===== src/hw/rtl/ipmmt_ram.sv =====
// Generic simple dual-port RAM with one write port and one registered read port.
// Width and depth are parameters; no dependencies.
module ipmmt_ram #(
    parameter int WIDTH = 8,
    parameter int DEPTH = 16,
    localparam int AW = (DEPTH > 1) ? $clog2(DEPTH) : 1
) (
    input  logic             clk,
    input  logic             wr_en,
    input  logic [AW-1:0]    wr_addr,
    input  logic [WIDTH-1:0] wr_data,
    input  logic             rd_en,
    input  logic [AW-1:0]    rd_addr,
    output logic [WIDTH-1:0] rd_data
);

    logic [WIDTH-1:0] ram_reg [DEPTH];
    logic [WIDTH-1:0] rd_data_reg;

    always_ff @(posedge clk)
    begin
        if (wr_en)
        begin
            ram_reg[wr_addr] <= wr_data;
        end
        if (rd_en)
        begin
            rd_data_reg <= ram_reg[rd_addr];
        end
    end

    assign rd_data = rd_data_reg;

endmodule


===== config.mk =====
export PLATFORM = sky130hd
export DESIGN_NAME = ipmmt_ram
export DESIGN_NICKNAME = d
export VERILOG_FILES = /design/src/hw/rtl/ipmmt_ram.sv
export SDC_FILE = /design/constraint.sdc
export NUM_CORES = 1
export LEC_CHECK = 0
export ABC_CLOCK_PERIOD_IN_PS = 6200
export BUFFER_PORTS_ARGS = -buffer_cell sky130_fd_sc_hd__buf_2
export CAP_MARGIN = 20
export CORE_MARGIN = 4
export CORE_UTILIZATION = 55
export CTS_CLUSTER_DIAMETER = 100
export DETAILED_ROUTE_END_ITERATION = 8
export GPL_TIMING_DRIVEN = 0
export HOLD_SLACK_MARGIN = 0.1
export MAX_ROUTING_LAYER = met4
export PLACE_DENSITY = 0.73
export REMOVE_ABC_BUFFERS = 1
export SYNTH_ARGS = -nofsm -noshare
export SYNTH_HDL_FRONTEND = slang
export SYNTH_SLANG_ARGS = --single-unit

===== constraint.sdc =====
create_clock -name clk -period 6.2 [get_ports clk]
set_input_delay 1.55 -clock clk [delete_from_list [all_inputs] [get_ports clk]]
set_output_delay 1.55 -clock clk [all_outputs]
set_load 0.05 [all_outputs]

==> impl_metrics.json <==
{
  "ys_seq_area_frac": 0.781,
  "hold_path_class": "flip-flop to flip-flop",
  "drt_iter0_drc": 185,
  "pwr-share-seq": 0.477,
  "path_clk_slew_ns": 0.06,
  "status": "finished clean",
  "yosys.area.top_type": "edfxtp_1",
  "start_util": 0.566,
  "r2r-start": "ram_reg[1][2]",
  "synth.cell_area_mm2": 0.00523,
  "reg2reg_depth": 3,
  "period_needed_ns": 2.90,
  "grt_usage": 0.197,
  "hold_violations": 0,
  "setup_viol": 0,
  "synth_cell_types": 18,
  "synth_area_leaders": "edfxtp_1 78%, mux4_2 7.8%, mux4_1 7.0%, a22oi_1 2.3%, nor2_1 0.93%",
  "p_int_uw": 1730,
  "clock.fmax_mhz": 344,
  "postRouteWirelength_um": 9800,
  "min_path_cells": 3,
  "drtPass1Iterations": 6,
  "synth-adder-area-share": 0,
  "cp_max_fo": 5,
  "cts_tree": "built",
  "top_level_ports": 27,
  "cts-root-buf": "clkbuf_8",
  "syn_avg_cell_area_um2": 22.8,
  "routed-wl-met2_um": 4870,
  "p_comb_frac": 0.048,
  "die-area_mm2": 0.0111,
  "die_height_um": 105,
  "p_per_area_mw_per_mm2": 358,
  "cp-end-kind": "flip-flop",
  "hold_slack_ns": 0.757,
  "grt_setup_unrepaired": "no",
  "netlist.area_leader.share": 0.781,
  "worstSkewPairLatency_ns": 0.52,
  "synthXorXnorAreaFrac": 0,
  "synthSimpleGateAreaFrac": 0.0314,
  "grt_pass1_wl_um": 15000,
  "drv_slew": 0,
  "setup-tns-final_ns": 0,
  "met1_length_um": 3980,
  "cts_num_sinks": 136,
  "vdd_drop_max_uv": 176,
  "drive_gt1_frac": 0.289,
  "antenna_found_initial": 0,
  "cts_max_path_buffers": 2,
  "layout_commonest_cell": "edfxtp_1",
  "grt_pass1_vias": 2497,
  "placedCellCount": 376,
  "n_antenna_cell": 0,
  "nets": 286,
  "via_per_inst": 6.07,
  "critical_path_class": "input pin to flip-flop",
  "final_cells": 409,
  "wl_met3_um": 733,
  "skew_ns": 0.00743,
  "overflow": 0,
  "cp_data_required_time_ns": 6.43,
  "ys_warn_count": 0,
  "synth_top_family_by_area": "multiplexers",
  "final_cell_mix": "136 x edfxtp_1, 26 x buf_2, 18 x mux4_2",
  "grt_max_degree": 33,
  "ys_seq_elements": 136,
  "drtAntennaViolNets": 0,
  "r2r_slack_ns": 4.60,
  "numCtsBuffers": 17,
  "switching_share": 0.207,
  "cts_setup_buffers": 0,
  "dr_total_vias": 2482,
  "cp-start-kind": "input pin",
  "post_cts_resized": 0,
  "fin_util": 0.659,
  "synth-compound-area-share": 0.0230,
  "power_switching_uw": 452,
  "rows": 35,
  "worstMarginPinSlew_ns": 1.03,
  "hold_start": "ram_reg[4][4]",
  "gp_congestion": 0.755,
  "ctsHtreeMaxLevel": 4,
  "clkPwrFrac": 0.475,
  "relSlewSlack": 0.312,
  "synth_cells": 229,
  "die_x_um": 105,
  "largest_reg_flops": 128,
  "p_leak_uw": 0.00203,
  "dp_hpwl_um": 5460,
  "critPathArrivalTime_ns": 3.13,
  "synthMuxAreaShare": 0.148,
  "cts_hold_buf": 0,
  "syn2layout_area_growth_pct": 16.6,
  "portBuffers": 26,
  "period_share": 0.468,
  "top_layer": "met4",
  "crit_path_start": "wr_addr[2]",
  "drc": 0,
  "core-area_mm2": 0.00924,
  "wire_per_inst_um": 24.0,
  "cap_viol_max_count": 0
}
-- cell usage after synthesis --
master,count
buf_2,3
nand2_1,9
edfxtp_1,136
nor2b_1,1
mux4_2,18
a22oi_1,16
nand2b_1,2
and2b_1,1
or3b_2,1
nand3_1,1
nor3_1,4
nand3b_1,2
clkdlybuf4s25_2,3
buf_4,1
mux4_1,14
and2_1,1
nor2_1,13
buf_6,3
-- area by class of cell --
cell class                 count  area, um^2
tap                          129         161
fill                         586        3150
clock buffer                  18         418
clock inverter                14         198
timing repair buffer          29         165
sequential                   136        4080
multi-input combinational     83        1070
-- cells by family (layout without fill, tap and decap cells) --
kind of cell | Yosys count | count (layout)
flip-flops | 136 | 136
AND/OR/NAND/NOR | 35 | 35
multiplexers | 32 | 32
AO/OA/AOI/OAI | 16 | 16
buffers and inverters | 10 | 61
-- per-layer routing --
metal	track usage	up-vias
li1	-	1059
met3	0.0576	16
met1	0.270	1293
met2	0.286	114
met5	-	-
met4	0.0749	0
-- critical path, cell delays in order --
cell	delay, ns
buf_2	0.11
or3b_2	0.51
nor3_1	0.68
buf_4	0.28
-- power groups by stage --
stage | Combinational (uW) | Sequential (uW) | Clock [uW]
finish | 105 | 1040 | 1030
global route | 113 | 1040 | 1090
CTS | 105 | 1040 | 1050
detailed placement | 104 | 1060 | 0
global placement | 101 | 1060 | 0
floorplan | 41.3 | 1070 | 0
-- final timing paths --
kind / end
hold reg to reg: rd_data[4]
setup reg to reg: rd_data[2]
hold / removal: rd_data[4]
setup / recovery: ram_reg[0][4]
-- stage by stage --
stage	setup WS, ns	power [uW]	cell area, um^2
4_1_cts	2.99	2190	6070
3_3_place_gp	2.46	1160	5430
2_1_floorplan	3.16	1120	5140
5_1_grt	3.11	2250	6090
6_report	3.30	2180	6090
3_5_place_dp	2.47	1160	5460
No activity file was read; power rests on OpenSTA's default activity.
