$ cat config.mk
export PLATFORM = sky130hd
export DESIGN_NAME = ipmmt_cmp
export DESIGN_NICKNAME = d
export VERILOG_FILES = /design/src/hw/rtl/ipmmt_pkg.sv /design/src/hw/rtl/ipmmt_cmp.sv
export SDC_FILE = /design/constraint.sdc
export NUM_CORES = 1
export LEC_CHECK = 0
export ABC_CLOCK_PERIOD_IN_PS = 2160
export BUFFER_PORTS_ARGS = -buffer_cell sky130_fd_sc_hd__buf_4
export CORE_MARGIN = 2
export CORE_UTILIZATION = 30
export DETAILED_ROUTE_END_ITERATION = 6
export PLACE_DENSITY_LB_ADDON = 0.2
export SYNTH_ARGS = -nofsm -noshare
export SYNTH_HDL_FRONTEND = slang
export SYNTH_SLANG_ARGS = --single-unit
$ cat constraint.sdc
create_clock -name vclk -period 2.16
set_input_delay 0.216 -clock vclk [all_inputs]
set_output_delay 0.216 -clock vclk [all_outputs]
set_load 0.1 [all_outputs]
$ cat src/hw/rtl/ipmmt_pkg.sv
// Shared package for the IPv4 masked match table.
// Holds the table size, the item and entry types, the opcode and status codes.
// Used by the core and the compare unit; depends on nothing.
package ipmmt_pkg;

    localparam int ENTRIES = 1024;
    localparam int IDX_W = (ENTRIES > 1) ? $clog2(ENTRIES) : 1;
    localparam int CNT_W = $clog2(ENTRIES + 1);
    localparam logic [IDX_W-1:0] LAST_IDX = IDX_W'(ENTRIES - 1);
    localparam logic [CNT_W-1:0] FULL_COUNT = CNT_W'(ENTRIES);

    typedef enum logic [1:0] {
        OP_LOOKUP = 2'd0,
        OP_ADD    = 2'd1,
        OP_REMOVE = 2'd2,
        OP_CLEAR  = 2'd3
    } op_t;

    typedef enum logic [1:0] {
        ST_DONE      = 2'd0,
        ST_FULL      = 2'd1,
        ST_NOT_FOUND = 2'd2
    } status_t;

    typedef struct packed {
        op_t         opcode;
        logic [31:0] address;
        logic [31:0] mask;
    } req_item_t;

    typedef struct packed {
        logic    hit;
        status_t status;
    } rsp_item_t;

    typedef struct packed {
        logic        valid;
        logic [31:0] address;
        logic [31:0] mask;
    } entry_t;

    localparam int ENTRY_W = $bits(entry_t);

    typedef enum logic [4:0] {
        S_INIT  = 5'b00001,
        S_IDLE  = 5'b00010,
        S_SCAN  = 5'b00100,
        S_CLEAR = 5'b01000,
        S_DONE  = 5'b10000
    } state_t;

endpackage

$ cat src/hw/rtl/ipmmt_cmp.sv
// Shared compare unit: tests one stored entry against the current item.
// The test depends on the opcode. Depends on ipmmt_pkg.
module ipmmt_cmp (
    input  ipmmt_pkg::op_t    opcode,
    input  logic [31:0]       address,
    input  logic [31:0]       mask,
    input  ipmmt_pkg::entry_t entry,
    output logic              match
);

    always_comb
    begin
        case (opcode)
            ipmmt_pkg::OP_LOOKUP:
                match = entry.valid &&
                        ((address & entry.mask) == (entry.address & entry.mask));
            ipmmt_pkg::OP_ADD:
                match = !entry.valid;
            ipmmt_pkg::OP_REMOVE:
                match = entry.valid && (entry.address == address) && (entry.mask == mask);
            default:
                match = 1'b0;
        endcase
    end

endmodule
==> metrics, run 1 <==
outcome finished, final reports clean; IO Pins 132; Yosys top cell by area xor2_1; Comb pwr share 100.0%; Final WS setup 0.03090 ns; WL final 4223 um; maximum fanout along the worst path 2; most frequent CP cell nor4_2; via count 1,468; Leak 1.027 nW; wire length per cell 14.41 um; # fillers 274; nets@finish between 300 and 400; CP Buf/Inv Count 2; Seq cells 0; final worst path period share 98.57%; Net Sw Frac 39.37%; GPL Wtd Cong 0.8126; vias in the first global route 1,431; HP Start opcode[0]; Distinct cells, synth 19; Clock power frac 0%; cell internal pwr roughly 250 uW; Port-buffer cells 132; Crit Path Category input pin to primary output; grt total ovfl 0; total power 418.7 uW; Cell Area, Synth 917.1 um^2; syn nets 250; pre-CTS WS -0.1830 ns; first-pass detailed-route iteration total 4; Antenna diodes 0; Cell Chain, Critical Path buf_4 -> xor2_2 -> nor4_2 -> nand4_1 -> or4_4 -> nor4_2 -> or3_4 -> buf_12; FMAX 469.7 MHz; Final min period 2.129 ns; synth cell count leaders xor2_1, nor4_1, xnor2_1; Worst Setup End Kind primary output; P_sw ~160 uW; ANT nets after route 0; Fin Setup TNS 0 ns; Mapped Avg Cell Area 7.707 um^2; Final Hold Vio Count 0; DRT iter0 DRCs 53; Seq/Total Area, Yosys 0%; Min Hold Slack 1.104 ns; Clock buffer cells 0; sequential share of power 0%; RSZ-0062 raised after global routing yes; worst hold-check path type input pin to primary output; die height 59.29 um; die footprint around 3500 um^2; WHS Path Cells 4; drt drc 0; Hold Path End match; Max VDD drop 0.0001157 V; worst-margin pin slew approximately 0.34 ns; ratio of cells with drive above 1 in the final layout 57.31%; largest incremental delay on the critical path 0.43 ns; final setup fails 0; CORE AREA 2978 um^2; register area 0 um^2; area of the multi-input gates about 920 um^2; P&R area growth vs syn 125.0%; first-pass GRT wire length 5982 um; post-route cell area 2063 um^2; CP max stage cell or4_4; global-route usage over all layers 21.98%; CP arrival roughly 1.9 ns; ranking of synthesized cells by area xor2_1, xnor2_1, nor4_1, a22oi_1, nand4_1; worst rel slew slack 77.09%; CP delay by family, top simple AND/OR/NAND/NOR gates; Ys Warns 0; Die W 59.29 um; cts hold-fix bufs 0; row count 20; initial antenna violation count 0; Critical Path RT between 1.5 and 2 ns; CP Launch Point entry[35]; max cap viols 0; Synth top area share 44.88%; largest net degree at the start of global routing 6; dpl hpwl ~3800 um; Critical Path Start Type input pin; Cell Area, Placed around 2000 um^2; most common cell in the netlist xor2_1; Initial Util 30.80%; Max Slew Vio Count 0; Gate Count Post-Synth 119; number of vias per cell 5.010; power per cell area slightly above 200 nW/um^2
stage by stage:
| stage | std cells | util [%] |
|---|---|---|
| 2_1_floorplan | 119 | - |
| 3_3_place_gp | 292 | 67.52 |
| 3_5_place_dp | 292 | 67.52 |
| 4_1_cts | 292 | 68.15 |
| 5_1_grt | 293 | 69.29 |
| 6_report | 293 | 69.29 |
power by group through the flow:
stage | combinational (mW) | clock [mW] | sequential [mW]
floorplan | 0.143 | 0 | 0
global placement | 0.402 | 0 | 0
detailed placement | 0.406 | 0 | 0
CTS | 0.411 | 0 | 0
global route | 0.451 | 0 | 0
finish | 0.419 | 0 | 0
timing repair:
action,in CTS,in global routing
resized for setup,4,5
setup buffers,0,1
gates cloned,0,0
setup endpoints to repair,1,1
pin swaps,1,8
per-layer routing:
layer	track usage, %	share of wire [%]	up-vias
li1	-	-	735
met1	24.77	35	646
met2	43.33	54	80
met3	2.620	9.1	7
met4	4.221	1.5	0
met5	0	0	-
worst max path at each step:
| stage | end | cells after the start |
|---|---|---|
| 5_1_grt | match | 8 |
| 3_3_place_gp | match | 8 |
| 3_5_place_dp | match | 8 |
| 6_report | match | 8 |
| 4_1_cts | match | 8 |
| 2_1_floorplan | match | 6 |
cell usage in the layout (no fill, tap or decap):
cell type | synthesis | layout
a211o_1 | 1 | 1
a221oi_1 | 4 | 4
nor4_2 | 3 | 4
a21oi_1 | 1 | 1
a22oi_1 | 8 | 8
buf_6 | 0 | 1
buf_4 | 0 | 139
buf_12 | 0 | 1
or4_4 | 0 | 1
xor2_2 | 0 | 2
nor3b_1 | 1 | 1
xnor2_1 | 11 | 11
nor2_1 | 3 | 3
a22o_1 | 3 | 3
inv_1 | 7 | 7
nand3_1 | 2 | 2
nor4_1 | 11 | 10
xor2_1 | 47 | 45
a222oi_1 | 2 | 2
or3_4 | 0 | 1
o22ai_1 | 3 | 3
nand4_1 | 9 | 9
nand2_1 | 1 | 1
logic make-up (layout without fill, tap and decap cells):
family	after synthesis	after routing	synth area share, %
and+or+nand+nor	32	32	22.78
AOI/OAI and AO/OA	22	22	18.96
xor gates and xnor gates	58	58	55.39
buffers and inverters	7	148	2.865
final cells by class:
type	count	share of cell area [%]
timing repair buffer	141	52.09
multi-input combinational	112	44.63
tap	33	2.001
inverter	7	1.273
Note: power is estimated with default switching activity, not from simulation.
==> run 2, diff against run 1 <==
--- a/config.mk
+++ b/config.mk
@@ -11,6 +11,8 @@
 export CORE_UTILIZATION = 30
 export DETAILED_ROUTE_END_ITERATION = 6
 export PLACE_DENSITY_LB_ADDON = 0.2
+export SETUP_SLACK_MARGIN = 0.4
+export SLEW_MARGIN = 20
 export SYNTH_ARGS = -nofsm -noshare
 export SYNTH_HDL_FRONTEND = slang
 export SYNTH_SLANG_ARGS = --single-unit
==> run 2 against run 1 <==
Global-route usage decreased by 0.13 points. Design area shrank 3.3%. Die area did not move. Via count up 0.41%. Hold slack worse by 0.059 ns. Sequential share of layout area did not move. Largest power group unchanged. Fmax up 2.6%. First-iteration DRC count decreased by 25%. Power shrank 4.1%. Core utilization fell by 2.3 points. Sequential cell count is the same.
==> metrics, run 2 (synthesized netlist as in run 1, its figures left out) <==
first-pass detailed-route iteration total 4; CP max stage cell or4_1; ratio of cells with drive above 1 in the final layout 55.34%; vias in the first global route 1,479; Port-buffer cells between 100 and 150; global-route usage over all layers 21.85%; row count 20; worst hold-check path type input pin to primary output; Fin Setup TNS 0 ns; Critical Path RT 1.94 ns; Crit Path Category input pin to primary output; initial antenna violation count 0; largest incremental delay on the critical path 0.43 ns; most frequent CP cell nor4_2; maximum fanout along the worst path 1; instance count on the critical path 8; Worst Setup End Kind primary output; via count 1,474; cell internal pwr 241.3 uW; Final WS setup between 0.08 and 0.09 ns; Max Slew Vio Count 0; max cap viols 0; largest net degree at the start of global routing 6; CP arrival 1.86 ns; RSZ-0062 raised after global routing yes; Post-CTS Setup Repair Bufs 0; Comb pwr share 100.0%; Net Sw Frac between 30% and 40%; CP endpoint match; number of vias per cell around 5; worst rel slew slack 76.96%; register area 0 um^2; final setup fails 0; FMAX 481.9 MHz; Leak 0.9883 nW; wire length per cell 14.57 um; DRT iter0 DRCs 40; CP Buf/Inv Count 2; outcome finished, final reports clean; WL final between 4000 and 5000 um; Final min period 2.075 ns; Max VDD drop 0.0001121 V; Min Hold Slack 1.045 ns; Clock power frac 0%; Critical Path Start Type input pin; CP delay by family, top simple AND/OR/NAND/NOR gates; leading cell type in the layout, fill and taps excluded buf_4; dpl hpwl about 3900 um; power per cell area 201.2 nW/um^2; Die W slightly below 60 um; # fillers ~280; final worst path period share 96.06%; grt total ovfl 0; Antenna diodes 0; IO Pins approximately 130; nets@finish approximately 390; Cell Chain, Critical Path buf_4 -> xor2_1 -> nor4_2 -> nand4_1 -> or4_1 -> nor4_2 -> or3_4 -> buf_12; most frequent cells in the layout buf_4, xor2_1, xnor2_1; CP Launch Point mask[27]; GPL Wtd Cong 0.8624; die height 59.29 um; Final Hold Vio Count 0; first-pass GRT wire length a little under 6000 um; CORE AREA 2978 um^2; P&R area growth vs syn 117.5%; placed instance count between 200 and 300; worst-margin pin slew 0.3424 ns; Seq cells 0; pre-CTS WS -0.04537 ns; P_sw 160.1 uW; post-layout utilization of the core approximately two thirds; die footprint 3515 um^2; sequential share of power 0%; Initial Util 30.80%; post-route insts no fill 286; ANT nets after route 0; drt drc 0; Clock buffer cells 0
run 2: changes by cell type in the layout (fill, tap and decap cells not counted):
cell / previous run / this run
nor4_1: 10 / 9
xor2_2: 2 / 0
nor4_2: 4 / 5
or4_4: 1 / 0
buf_6: 1 / 0
or4_1: 0 / 1
xor2_1: 45 / 47
buf_4: 139 / 133
run 2: metrics by stage:
step                      cell area [um^2]  total power, mW
after global placement                1969           0.3918
after detailed placement              1969           0.3955
after global routing                  1994           0.4342
after CTS                             1994           0.4035
final                                 1994           0.4013
after floorplan                      922.1           0.1436
run 2: final cells by class:
cell class,count,area (um^2),area share [%]
multi-input cells,112,908.4,45.55
well taps,33,41.29,2.070
inverters,7,26.28,1.317
repair buffers,134,1018,51.07
run 2: worst min path at each step:
stage / startpoint / endpoint / slack (ns) / depth (start not counted)
5_1_grt: entry[64] / match / 1.10 / 4
2_1_floorplan: opcode[0] / match / 0.92 / 2
3_5_place_dp: entry[64] / match / 1.11 / 4
3_3_place_gp: entry[64] / match / 1.11 / 4
4_1_cts: opcode[0] / match / 1.05 / 4
6_report: opcode[0] / match / 1.05 / 4
run 2: power groups by stage:
| stage | combinational [mW] | sequential (mW) | clock [mW] |
|---|---|---|---|
| after floorplan | 0.144 | 0 | 0 |
| after global placement | 0.392 | 0 | 0 |
| after detailed placement | 0.396 | 0 | 0 |
| after CTS | 0.403 | 0 | 0 |
| after global routing | 0.434 | 0 | 0 |
| final | 0.401 | 0 | 0 |
run 2: what timing repair did:
item,in CTS,in global routing
hold buffers,0,0
pin swaps,1,0
endpoints found under the setup margin,1,1
resized for setup,5,0
run 2: routing by layer:
metal  vias to the layer above  track usage [%]  wire, um
met5                         -                0         0
met4                         0            4.545        80
met3                         8            3.057       478
met2                        95            43.80      2210
met1                       648            23.59      1398
li1                        723                -         -
